**config.mk**
```make
export PLATFORM = sky130hd
export DESIGN_NAME = lgs_gen
export DESIGN_NICKNAME = d
export VERILOG_FILES = /design/src/hdl/lgs_pkg.sv /design/src/hdl/lgs_gen.sv
export SDC_FILE = /design/constraint.sdc
export NUM_CORES = 1
export LEC_CHECK = 0
export BUFFER_PORTS_ARGS = -buffer_cell sky130_fd_sc_hd__buf_4
export CORE_UTILIZATION = 50
export DETAILED_ROUTE_END_ITERATION = 7
export GPL_ROUTABILITY_DRIVEN = 0
export PLACE_DENSITY = 0.75
export RECOVER_POWER = 50
export SLEW_MARGIN = 20
export SYNTH_ARGS = -nofsm -noshare
export SYNTH_HDL_FRONTEND = slang
export SYNTH_SLANG_ARGS = --single-unit
export TNS_END_PERCENT = 50
```
**constraint.sdc**
```tcl
create_clock -name vclk -period 4.7
set_input_delay 0.94 -clock vclk [all_inputs]
set_output_delay 0.94 -clock vclk [all_outputs]
set_load 0.02 [all_outputs]
```
**src/hdl/lgs_pkg.sv**
```systemverilog
package lgs_pkg;

  localparam int GRID_ROWS = 24;
  localparam int GRID_COLS = 80;

  localparam int ROW_W  = $clog2(GRID_ROWS);
  localparam int COL_W  = $clog2(GRID_COLS);
  localparam int DEPTH  = 2 * GRID_ROWS;
  localparam int ADDR_W = $clog2(DEPTH);

  // step sequencer counts GRID_ROWS + 2 row reads and must hold that count
  localparam int STEP_CNT_W = $clog2(GRID_ROWS + 3);

  // result queue
  localparam int OUT_DEPTH = 3;
  localparam int OQ_PTR_W  = $clog2(OUT_DEPTH);
  localparam int OQ_CNT_W  = $clog2(OUT_DEPTH + 1);

  localparam logic [1:0] FUNC_WRITE = 2'd0;
  localparam logic [1:0] FUNC_READ  = 2'd1;
  localparam logic [1:0] FUNC_STEP  = 2'd2;

  typedef logic [GRID_COLS-1:0] row_t;

endpackage

```
**src/hdl/lgs_gen.sv**
```systemverilog
module lgs_gen (
  input  lgs_pkg::row_t up,
  input  lgs_pkg::row_t mid,
  input  lgs_pkg::row_t dn,
  output lgs_pkg::row_t nxt
);

  // one lane per column, neighbors wrap at the row ends
  always_comb begin
    int l;
    int r;
    logic [3:0] n;
    nxt = '0;
    for (int c = 0; c < lgs_pkg::GRID_COLS; c++) begin
      l = (c == 0) ? lgs_pkg::GRID_COLS - 1 : c - 1;
      r = (c == lgs_pkg::GRID_COLS - 1) ? 0 : c + 1;
      n = 4'(up[l]) + 4'(up[c]) + 4'(up[r]) + 4'(mid[l]) + 4'(mid[r])
        + 4'(dn[l]) + 4'(dn[c]) + 4'(dn[r]);
      nxt[c] = (n == 4'd3) | (mid[c] & (n == 4'd2));
    end
  end

endmodule

```
==> results.md, run 1 <==
- Drt pass-1 iters: 4
- Period utilization: 100%
- Syn_nets: 2319
- Worst Setup End Kind: output pin
- Library cells used by synthesis: 8
- Routed WL: 31.6 mm
- Layout cells sized above 1: 35.1%
- Design area: 17700 um2
- Final hold viol count: 0
- Pwr Density: 247 nW/um2
- Grt ovf: 0
- Type of the tightest min-delay check: in2out
- Area delta synth->final: 30.3%
- DRC: 0
- Seq_cells: 0
- Syn_area_per_cell: 8.96 um2
- Crit path launch: up[8]
- DRT iter0 DRCs: 234
- Status: finished, final reports clean
- First-pass GRT wire length: 53.3 mm
- I/O Buffers: 320
- Largest net degree at the start of global routing: 4
- Hpwl dp: 29.2 mm
- CP Data Required Time: 3.76 ns
- Worst hold path startpoint: mid[22]
- Yosys warnings: 0
- Arrival time worst endpoint: 3.76 ns
- Worst Setup Start Kind: input port
- Cell area after placement: 16800 um2
- Setup TNS: 0 ns
- Per-cell routed wire length: 14.1 um
- Slew Viols, Final: 0
- Commonest non-fill, non-tap cell in the layout: inv_1
- Peak supply drop: 0.153 mV
- Vias per cell: 4.94
- Max-Slew Margin vs Limit: 82.5%
- Nets@finish: 2695
- Largest stage delay on the critical path: 0.58 ns
- Die area: 27900 um2
- Final critical-path required period: 4.70 ns
- Critical Path Fanout Max: 2
- Sequential share of the synthesized area: 0%
- Crit-path cells: buf_4, inv_2, fa_1, fa_1, fa_1, inv_1, ha_1, fa_1, or2_0, a21oi_1, buf_4
- DP Cell Count: 2226
- Power, Total: 0.00438 W
- Fill cells: 2125
- Leakage: 9.46 nW
- Tot GR Track Use: 22.8%
- Max Fclk: 0.213 GHz
- RSZ-0062 raised after global routing: true
- Core area: 26800 um2
- Register area: 0 um2
- Worst setup path endpoint: nxt[9]
- Vias: 11100
- Initial antenna violation count: 2
- Worst path most repeated cell: fa_1
- Slew of the pin with the lowest slew margin: 0.262 ns
- Initial core utilization: 50.8%
- Top-Level Pins: 320
- Crit Path Class: in2out
- Non-filler instance count after layout: 2237
- Rows: 60
- Post-synthesis cell count: 1519
- Vias in the first global route: 12200
- CP max-delay cell: fa_1
- Die Wd: 167 um
- Most frequent cells in the layout: inv_1 (426), buf_4 (327), fa_1 (264)
- Die Y: 167 um
- ANT nets after route: 0
- Max cap viols: 0
- CLK BUF: 0
- # setup viols final: 0
- Post-Syn Area: 13600 um2
## layer usage
metal | vias up | GRT usage, % | wire [um]
li1 | 5343 | - | -
met1 | 5366 | 26.8 | 11900
met2 | 282 | 42.8 | 16900
met3 | 60 | 3.71 | 1730
met4 | 0 | 6.24 | 1060
met5 | - | 0 | 0
## worst min path at each step
stage                     depth (start not counted)       to  slack, ns
after floorplan                                   2  nxt[10]       2.10
after global routing                              4  nxt[32]       2.28
after global placement                            4  nxt[22]       2.28
after detailed placement                          4  nxt[29]       2.28
final                                             4  nxt[22]       2.26
after CTS                                         4  nxt[29]       2.29
## worst max-delay path: cells and delay by family
kind | cells | cell delay [ns]
AOI/OAI and AO/OA | 1 | 0.14
adders and majority gates | 5 | 2.10
buffers and inverters | 4 | 0.36
and+or+nand+nor | 1 | 0.23
## power by group
group	switching [W]	total, W	internal, W	leakage (nW)
Clock	0	0.0000000000855	0.0000000000855	0.0000190
Combinational	0.00238	0.00438	0.00200	9.46
Sequential	0	0	0	0
Total	0.00238	0.00438	0.00200	9.46
## through the flow
stage	hold WS [ns]	worst slack [ns]	utilization, %
CTS	2.29	-0.0274	63.3
global route	2.28	-0.103	66.2
finish	2.26	0.00173	66.2
detailed placement	2.28	-0.0977	62.6
global placement	2.28	-0.0564	62.6
floorplan	2.10	0.119	-
## Yosys cell counts
cell	number	area [um2]
or2_1	53	332
o21ai_0	80	400
fa_1	320	6410
or2_0	27	169
ha_1	240	3000
nand3_1	80	400
a21oi_1	160	801
inv_1	559	2100
## layout make-up
cell class	count	area [um2]	area share, %
multi-input combinational	960	12100	68.2
timing repair buffer	374	2980	16.8
tap	341	427	2.41
inverter	559	2220	12.5
antenna	3	7.51	0.0423
## cell families (layout without fill, tap and decap cells)
| kind of cell | Yosys count | after routing | synth area share, % |
|---|---|---|---|
| adders and majority gates | 560 | 560 | 69.1 |
| buffers and inverters | 559 | 933 | 15.4 |
| AOI/OAI and AO/OA | 240 | 240 | 8.83 |
| and+or+nand+nor | 160 | 160 | 6.62 |
| other | 0 | 3 | 0 |
## timing repair
item                                   in CTS  in global routing
hold buffers                                0                  0
endpoints found under the hold margin       0                  0
pin swaps                                  48                113
resized for setup                          99                344
buffers inserted                            0                  8
setup endpoints to repair                  43                 80
Note: power is estimated with default switching activity, not from simulation.
==> run 2: changes to the inputs <==
--- a/config.mk
+++ b/config.mk
@@ -5,11 +5,12 @@
 export SDC_FILE = /design/constraint.sdc
 export NUM_CORES = 1
 export LEC_CHECK = 0
-export BUFFER_PORTS_ARGS = -buffer_cell sky130_fd_sc_hd__buf_4
+export ABC_AREA = 1
+export BUFFER_PORTS_ARGS = -buffer_cell sky130_fd_sc_hd__buf_2
 export CORE_UTILIZATION = 50
 export DETAILED_ROUTE_END_ITERATION = 7
 export GPL_ROUTABILITY_DRIVEN = 0
-export PLACE_DENSITY = 0.75
+export PLACE_DENSITY = 0.74
 export RECOVER_POWER = 50
 export SLEW_MARGIN = 20
 export SYNTH_ARGS = -nofsm -noshare
==> results.md, run 2 <==
- Status: finished, final reports clean
- Commonest non-fill, non-tap cell in the layout: inv_1
- CLK BUF: 0
- Area delta synth->final: 24.6%
- CP Data Required Time: 3.76 ns
- Busiest metal layer after global routing: met2
- Nets@finish: 3028
- Vias in the first global route: 12700
- Area share of the leading cell type in the synthesized netlist: 44.1%
- DRC: 0
- Routed WL: 31.8 mm
- Per-cell routed wire length: 12.2 um
- Core area: 28200 um2
- Vias per cell: 4.59
- Largest net degree at the start of global routing: 4
- Worst Setup End Kind: output pin
- Fin Hold WS: 2.34 ns
- Rows: 61
- Top-count cell post-synth: inv_1
- Die Y: 172 um
- Register area: 0 um2
- Synth top cells by count: inv_1 (799), fa_1 (320), ha_1 (240), nand2_1 (240), nand3_1 (160)
- Most frequent cells in the layout: inv_1 (707), fa_1 (310), nand2_1 (240)
- RSZ-0062 raised after global routing: true
- Non-filler instance count after layout: 2613
- Max Fclk: 0.213 GHz
- Max cap viols: 0
- I/O Buffers: 320
- Fill cells: 2367
- Post-synthesis cell count: 1839
- Largest area contributor in the netlist: fa_1
- Drt pass-1 iters: 4
- Tot GR Track Use: 21.5%
- Final hold viol count: 0
- Die Wd: 172 um
- Final worst setup slack: 0.000773 ns
- Pwr Density: 258 nW/um2
- Library cells used by synthesis: 6
- DRT iter0 DRCs: 295
- CTS Hold Bufs: 0
- Peak supply drop: 0.165 mV
- Yosys warnings: 0
- DP Cell Count: 2603
- Final critical-path required period: 4.70 ns
- Syn_nets: 2639
- Pre-CTS WS: -0.0655 ns
- Worst Setup Start Kind: input port
- Critical Path Fanout Max: 3
- Syn_area_per_cell: 7.89 um2
- Leakage: 10.7 nW
- Layout cells sized above 1: 26.9%
- Type of the tightest min-delay check: in2out
- Slew of the pin with the lowest slew margin: 0.279 ns
- Arrival time worst endpoint: 3.76 ns
- Period utilization: 100%
- Crit Path Class: in2out
- Area contributors post-synth: fa_1 (44%), ha_1 (21%), inv_1 (21%)
- Grt ovf: 0
- Initial antenna violation count: 8
- First-pass GRT wire length: 52.8 mm
- Routing usage on met3: 3.69%
- Initial core utilization: 51.5%
- Sequential share of the synthesized area: 0%
- Post-Syn Area: 14500 um2
- ANT nets after route: 0
- # setup viols final: 0
- Max-Slew Margin vs Limit: 81.4%
- Vias: 12000
- Met1 usage: 26.0%
- Die area: 29700 um2
- Seq_cells: 0
- Met2 Resource Use GR: 40.4%
- Slew Viols, Final: 0
- Hpwl dp: 29.9 mm
- Top-Level Pins: 320
run 2: area by class of cell:
cell class	instances	area, um2	area share, %
well taps	378	473	2.62
inverters	799	3060	16.9
repair buffers	387	2540	14.1
diodes	9	22.5	0.125
multi-input cells	1040	12000	66.3
run 2: critical path, cell delays in order:
cell and delay (ns):
buf_6 0.07, clkinvlp_4 0.14, fa_1 0.55, fa_1 0.42, fa_1 0.49, inv_1 0.04
ha_1 0.20, fa_1 0.48, nand3_1 0.09, a21oi_2 0.16, buf_4 0.17
run 2: final timing paths:
| check | startpoint | end | slack [ns] | cells after the start |
|---|---|---|---|---|
| worst max-delay path | up[1] | nxt[2] | 0.0008 | 11 |
| worst min-delay path | mid[50] | nxt[50] | 2.34 | 6 |
run 2: metrics by stage:
stage / TNS, ns / instance area (um2) / utilization, % / total power, W
floorplan: 0 / 14500 / - / 0.00298
global placement: -0.0845 / 17100 / 60.7 / 0.00389
detailed placement: -0.394 / 17100 / 60.7 / 0.00413
CTS: -0.0232 / 17200 / 61.0 / 0.00422
global route: -1.62 / 18100 / 64.2 / 0.00539
finish: 0 / 18100 / 64.2 / 0.00467
run 2: where the power goes:
| part | switching [W] | internal (W) | leakage, nW |
|---|---|---|---|
| clock network | 0 | 0.000000000256 | 0.0000570 |
| logic | 0.00260 | 0.00207 | 10.7 |
| registers | 0 | 0 | 0 |
run 2: cells by family (layout without fill, tap and decap cells):
| group | count (synthesis) | in the layout | synth area share (%) |
|---|---|---|---|
| buffers and inverters | 799 | 1186 | 20.7 |
| and+or+nand+nor | 400 | 400 | 11.7 |
| other | 0 | 9 | 0 |
| AOI/OAI and AO/OA | 80 | 80 | 2.76 |
| adders and majority gates | 560 | 560 | 64.8 |
run 2: metal layers:
layer / wire length, um / part of all wire [%] / vias to the layer above
met4: 414 / 1.3 / 4
met3: 1920 / 6.0 / 36
met1: 12900 / 41 / 5682
met5: 28 / 0.088 / -
li1: - / - / 6007
met2: 16500 / 52 / 264
run 2: timing repair:
| action | CTS | global route |
|---|---|---|
| setup buffers | 0 | 2 |
| resized for setup | 32 | 354 |
| pin swaps | 3 | 79 |
| endpoints found under the setup margin | 18 | 80 |
