--- src/hdl/lgs_pkg.sv ---
package lgs_pkg;

  localparam int GRID_ROWS = 24;
  localparam int GRID_COLS = 80;

  localparam int ROW_W  = $clog2(GRID_ROWS);
  localparam int COL_W  = $clog2(GRID_COLS);
  localparam int DEPTH  = 2 * GRID_ROWS;
  localparam int ADDR_W = $clog2(DEPTH);

  // step sequencer counts GRID_ROWS + 2 row reads and must hold that count
  localparam int STEP_CNT_W = $clog2(GRID_ROWS + 3);

  // result queue
  localparam int OUT_DEPTH = 3;
  localparam int OQ_PTR_W  = $clog2(OUT_DEPTH);
  localparam int OQ_CNT_W  = $clog2(OUT_DEPTH + 1);

  localparam logic [1:0] FUNC_WRITE = 2'd0;
  localparam logic [1:0] FUNC_READ  = 2'd1;
  localparam logic [1:0] FUNC_STEP  = 2'd2;

  typedef logic [GRID_COLS-1:0] row_t;

endpackage

--- src/hdl/lgs_out_fifo.sv ---
module lgs_out_fifo (
  input  logic                         clk,
  input  logic                         rst_n,
  input  logic                         push,
  input  logic                         push_data,
  output logic                         out_valid,
  input  logic                         out_ready,
  output logic                         out_data,
  output logic [lgs_pkg::OQ_CNT_W-1:0] count
);

  logic [lgs_pkg::OUT_DEPTH-1:0] data_r;
  logic [lgs_pkg::OQ_PTR_W-1:0]  wptr_r, wptr_nxt;
  logic [lgs_pkg::OQ_PTR_W-1:0]  rptr_r, rptr_nxt;
  logic [lgs_pkg::OQ_CNT_W-1:0]  cnt_r, cnt_nxt;
  logic                          pop;

  assign out_valid = (cnt_r != '0);
  assign out_data  = data_r[rptr_r];
  assign count     = cnt_r;
  assign pop       = out_valid & out_ready;

  always_comb begin
    wptr_nxt = wptr_r;
    rptr_nxt = rptr_r;
    cnt_nxt  = cnt_r;
    if (push) begin
      wptr_nxt = (wptr_r == lgs_pkg::OQ_PTR_W'(lgs_pkg::OUT_DEPTH - 1)) ? '0
                 : wptr_r + lgs_pkg::OQ_PTR_W'(1);
    end
    if (pop) begin
      rptr_nxt = (rptr_r == lgs_pkg::OQ_PTR_W'(lgs_pkg::OUT_DEPTH - 1)) ? '0
                 : rptr_r + lgs_pkg::OQ_PTR_W'(1);
    end
    if (push && !pop) begin
      cnt_nxt = cnt_r + lgs_pkg::OQ_CNT_W'(1);
    end else if (pop && !push) begin
      cnt_nxt = cnt_r - lgs_pkg::OQ_CNT_W'(1);
    end
  end

  always_ff @(posedge clk) begin
    if (!rst_n) begin
      wptr_r <= '0;
      rptr_r <= '0;
      cnt_r  <= '0;
    end else begin
      wptr_r <= wptr_nxt;
      rptr_r <= rptr_nxt;
      cnt_r  <= cnt_nxt;
    end
    if (push) begin
      data_r[wptr_r] <= push_data;
    end
  end

endmodule

--- config.mk ---
export PLATFORM = sky130hd
export DESIGN_NAME = lgs_out_fifo
export DESIGN_NICKNAME = d
export VERILOG_FILES = /design/src/hdl/lgs_pkg.sv /design/src/hdl/lgs_out_fifo.sv
export SDC_FILE = /design/constraint.sdc
export NUM_CORES = 1
export LEC_CHECK = 0
export BUFFER_PORTS_ARGS = -buffer_cell sky130_fd_sc_hd__clkbuf_2
export CAP_MARGIN = 25
export CORE_AREA = 2 2 39 41
export CTS_BUF_LIST = sky130_fd_sc_hd__clkbuf_4 sky130_fd_sc_hd__clkbuf_8 sky130_fd_sc_hd__clkbuf_16
export CTS_CLUSTER_DIAMETER = 60
export DETAILED_ROUTE_END_ITERATION = 16
export DIE_AREA = 0 0 41 43
export MAX_ROUTING_LAYER = met4
export RECOVER_POWER = 100
export SYNTH_ARGS = -nofsm -noshare
export SYNTH_HDL_FRONTEND = slang
export SYNTH_SLANG_ARGS = --single-unit
--- constraint.sdc ---
create_clock -name clk -period 2.5 [get_ports clk]
set_input_delay 0.5 -clock clk [delete_from_list [all_inputs] [get_ports clk]]
set_output_delay 0.5 -clock clk [all_outputs]
set_load 0.01 [all_outputs]
==> impl_metrics.toml, run 1 <==
[run_status]
outcome = "complete, no violations"

[critical_path]
critPathRequiredTime_ns = 2.69
setup.worst_path.end_class = "register"
startpoint_type = "register"
max_stage_delay_ns = 0.41
cp_max_fo = 5
setup.worst_path.class = "reg -> reg"
critPathSlowestCell = "o21ai_0"
arrival_ns = 1.90
worstPathCellList = "o21ai_0 > ha_1 > or3_1 > a21boi_0"
reg2reg_slack_ns = 0.79

[yosys]
synth_nets = 42
synthMuxAreaShare = 0.0256
syn_area_per_cell_um2 = 10.8
synthFlopType = "dfxtp_1"
yosys.area_share.simple = 0.215
synth_compound_area_frac = 0.144
synth_xor_area_frac = 0.0449
synth_cell_types = 19
synth_cells = 36
yosys.area.top_type = "dfxtp_1"
async_flop_share = 0
synth_top_cells_by_count = "dfxtp_1, nand2_1, a21boi_1, edfxtp_1"
syn_area_um2 = 390
synth_top_family_by_area = "simple AND/OR/NAND/NOR gates"
synth_adder_area_share = 0.0321
synthTopCellsByArea = "dfxtp_1, edfxtp_1, a21boi_1, nand2_1, o21a_1"
yosys_warnings = 0
ys_ff_latch = 9
synth_most_common_cell = "dfxtp_1"
yosysTopAreaCellShare = 0.308
synth_edf_count = 3
synth.yosys.seq_area_share = 0.538

[global_route]
busiest_layer = "met2"
grt_pass1_vias = 283
met1_usage = 0.0951
grt_pass1_wl_mm = 1.06
grt_util_met3 = 0.0471
grt.met2_usage = 0.131
antenna_found_initial = 0
track_usage = 0.101
grt_max_degree = 7
grt_overflow = 0

[placement]
place_congestion = 0.716
io_buffers = 8
dp_hpwl_um = 465

[pwr]
ir_worst_vdd_uv = 303
power_density_nw_per_um2 = 1000
switchingPower_uw = 152
pwr-share-seq = 0.441
p_int_uw = 320
leakage_uw = 0.000170
switching_share = 0.322
power.clock.fraction = 0.262
power_frac_comb = 0.297

[cts]
cts_root_buffer = "clkbuf_4"
postCtsSetupBuffers = 0
insertion_delay_ns = 0.25
cts_buffers = 3
cts_tree = "done"
hold_buffers = 0
max-clock-path-buffers = 2
clock-sinks = 9
cts_resized = 0
cts-htree-levels = 1
path_clk_slew_ns = 0.07

[timing]
period_share = 0.686
maxSlewViolCount = 0
setup_violations = 0
skew_ns = 0.000225
rsz0062_at_grt = "no"
fin_setup_tns_ns = 0
worstMarginPinSlew_ns = 0.461
relSlewSlack = 0.689
whs_ns = 0.475
fmax_ghz = 0.584
finalCriticalPeriod_ns = 1.71
hold_viol = 0

[routing]
drc = 0
wl_per_cell_um = 9.47
drtIter0Drc = 0
ant_nets = 0
firstDrtPassIters = 1
route.vias.total = 279
viasPerCell = 4.36
routed_wl_um = 606

[floorplan]
die_area_um2 = 1760
fp.coreArea_um2 = 1380
io_pins = 9
start_util = 0.282
die_w_um = 41
num_rows = 14
die_y_um = 43

[layout]
synthToLayoutAreaGrowth_pct = 20.2
layout.nets = 55
diodes = 0
drive_above_1_share = 0.125
nFillCells = 145

[hold_path]
min_path_type = "in -> reg"

[job]
cap_violations = 0
[final timing paths]
kind,from,to,cells after the start
worst max-delay path,count[0],count[1],4
worst min-delay path,push_data,data_r[1],1
worst max register to register,count[0],count[1],4
worst min register to register,rptr_r[0],rptr_r[0],2
[stage by stage]
| step | cells | total power, µW | instance area (µm²) | setup WS, ns | utilization |
|---|---|---|---|---|---|
| floorplan | 36 | 317 | 390 | 1.08 | - |
| global placement | 60 | 366 | 450 | 0.952 | 0.325 |
| detailed placement | 60 | 369 | 450 | 0.933 | 0.325 |
| CTS | 64 | 493 | 480 | 0.939 | 0.347 |
| global route | 64 | 505 | 469 | 0.612 | 0.339 |
| finish | 64 | 471 | 469 | 0.786 | 0.339 |
[cells in the final DEF, fill, tap and decap left out]
master and count:
nor3b_1 1, xnor2_1 1, or3b_1 1, or3_1 2
edfxtp_1 3, o21a_1 2, nand2_1 4, a21boi_1 1
o21ai_0 3, clkbuf_1 6, and2_0 1, mux2i_1 1
nand3b_1 1, ha_1 1, dfxtp_1 6, clkbuf_4 4
nor2b_1 2, clkbuf_2 2, or2_1 1, nor2_1 2
xor2_1 1, a21boi_0 2
[kinds of logic after synthesis]
| family | Yosys count |
|---|---|
| AO/OA/AOI/OAI | 8 |
| adder cells (fa/ha/maj) | 1 |
| AND/OR/NAND/NOR | 15 |
| flip-flops | 9 |
| XOR/XNOR | 2 |
| multiplexers | 1 |
[state kept, by name, indices dropped and copies added, names as in the netlist]
name    cells
rptr_r      2
wptr_r      2
data_r      3
count       2
[critical path: cells and delay by family, from the launching register on]
family / cells / cell delay, ns
AO/OA/AOI/OAI: 2 / 0.57
flip-flops: 1 / 0.35
adder cells (fa/ha/maj): 1 / 0.35
AND/OR/NAND/NOR: 1 / 0.37
[cell type report]
cell class	count	area (µm²)	area share
Clock buffer	4	30.0	0.0640
Multi-Input combinational cell	27	176	0.376
Sequential cell	9	210	0.448
Tap cell	16	20.0	0.0427
Timing Repair Buffer	8	32.5	0.0693
[routing by layer]
metal  wire length, µm  up-vias
li1                  -      150
met1               270      124
met2               298        3
met3                16        2
met4                19        0
met5                 0        -
[power by group through the flow]
stage          sequential [µW]  combinational (µW)  clock (µW)
2_1_floorplan              218                98.5           0
3_3_place_gp               215                 151           0
3_5_place_dp               215                 154           0
4_1_cts                    212                 156         126
5_1_grt                    214                 158         132
6_report                   208                 140         124
(Power assumes the default switching activity.)
==> inputs of run 2 (changes only) <==
clock period = 1.5 ns   (was 2.5 ns; I/O delays follow)
==> run 2 against run 1 <==
Compared with the run above: worst setup slack worse by 0.68 ns; clock-buffer cell count unchanged; via count is the same; sequential power is 68% higher; fmax increased by 23%; first-iteration DRC count rose by 3; non-clock buffer count increased by 1; die area unchanged; combinational power grew 96%; wire length increased by 3.3%; core utilization up 1.4 points; register-to-register slack lost 0.68 ns.
==> impl_metrics.toml, run 2 (same netlist as run 1, synthesis figures left out) <==
[run_status]
outcome = "complete, no violations"

[critical_path]
setup.worst_path.end_class = "register"
critPathRequiredTime_ns = 1.69
setup.worst_path.class = "reg -> reg"
cp_max_fo = 5
arrival_ns = 1.58
startpoint_type = "register"

[pwr]
pwr-share-seq = 0.424
power_frac_comb = 0.331
finalPower_uw = 827
switching_share = 0.325
leakage_uw = 0.000183
power_density_nw_per_um2 = 1700
ir_worst_vdd_uv = 512
p_int_uw = 559
switchingPower_uw = 269
power.clock.fraction = 0.245

[timing]
finalCriticalPeriod_ns = 1.39
rsz0062_at_grt = "no"
relSlewSlack = 0.783
period_share = 0.929
maxSlewViolCount = 0
setup_violations = 0
skew_ns = 0.000324
hold_viol = 0
worstMarginPinSlew_ns = 0.325
fin_setup_tns_ns = 0
fmax_ghz = 0.717
whs_ns = 0.283

[routing]
ant_nets = 0
drtIter0Drc = 3
viasPerCell = 4.29
routed_wl_um = 626
firstDrtPassIters = 3
route.vias.total = 279
drc = 0
wl_per_cell_um = 9.63

[global_route]
track_usage = 0.0861
grt_overflow = 0
grt_pass1_vias = 235
grt_pass1_wl_um = 917
grt_max_degree = 7
antenna_found_initial = 0

[layout]
synthToLayoutAreaGrowth_pct = 25.0
top_register = "data_r"
seq_area_um2 = 210
diodes = 0
fin_area_um2 = 488
multiInputGateArea_um2 = 188
final_common_cell = "dfxtp_1"
nFillCells = 151
drive_above_1_share = 0.204
largest_reg_flops = 3
layout.nets = 56
mostFrequentLayoutCells = "dfxtp_1, clkbuf_2, nand2_1, clkbuf_4, clkbuf_1"

[cts]
cts-htree-levels = 1
clock-sinks = 9
postCtsSetupBuffers = 0
cts_buffers = 3
cts_root_buffer = "clkbuf_4"
cts_tree = "done"
hold_buffers = 0
max-clock-path-buffers = 2
path_clk_slew_ns = 0.06
insertion_delay_ns = 0.25

[floorplan]
die_w_um = 41
num_rows = 14
io_pins = 9
fp.coreArea_um2 = 1380
die_y_um = 43
start_util = 0.282
die_area_um2 = 1760

[placement]
dp_hpwl_um = 478
placed_area_um2 = 458
io_buffers = 8
place_congestion = 0.688

[job]
cap_violations = 0

[hold_path]
min_path_type = "in -> reg"
run 2: changes by cell type in the layout (fill, tap and decap cells not counted):
cell	before	now
o21ai_4	0	1
o21ai_0	3	2
clkbuf_1	6	4
a21boi_0	2	1
a21boi_1	1	2
clkbuf_2	2	5
run 2: per-layer routing:
layer / vias to the layer above / global-route usage / part of all wire
li1: 155 / - / -
met1: 119 / 0.0957 / 0.50
met2: 3 / 0.103 / 0.45
met3: 2 / 0.0471 / 0.024
met4: 0 / 0.0800 / 0.022
met5: - / - / 0
run 2: power groups by stage:
stage	Sequential (µW)	Combinational, µW	Clock (µW)
after global placement	347	285	0
after floorplan	363	164	0
final	350	274	203
after detailed placement	349	289	0
after global routing	358	308	221
after CTS	344	290	211
run 2: timing repair:
| item | CTS | global route |
|---|---|---|
| hold endpoints to repair | 0 | 0 |
| setup endpoints to repair | 0 | 1 |
| gates resized for setup | 0 | 1 |
run 2: cell type report:
| type | count | area share |
|---|---|---|
| multi-input cells | 27 | 0.385 |
| well taps | 16 | 0.0410 |
| repair buffers | 9 | 0.0821 |
| flip-flops and latches | 9 | 0.431 |
| clock buffers | 4 | 0.0615 |
run 2: through the flow:
stage,instances,utilization,setup slack (ns)
2_1_floorplan,36,-,0.0786
3_3_place_gp,61,0.331,0.127
3_5_place_dp,61,0.331,0.0926
4_1_cts,65,0.353,0.0836
5_1_grt,65,0.353,0.00705
6_report,65,0.353,0.106
run 2: critical path: stages (launching register included):
cell,delay (ns)
dfxtp_1,0.42
o21ai_4,0.08
ha_1,0.31
or3_1,0.37
a21boi_1,0.14
run 2: path summary, 6_finish.rpt:
check,startpoint,endpoint,slack [ns],cells after the start
setup reg to reg,count[1],count[1],0.11,4
setup / recovery,count[1],count[1],0.11,4
hold / removal,push_data,data_r[1],0.28,1
hold reg to reg,rptr_r[0],rptr_r[0],0.51,2
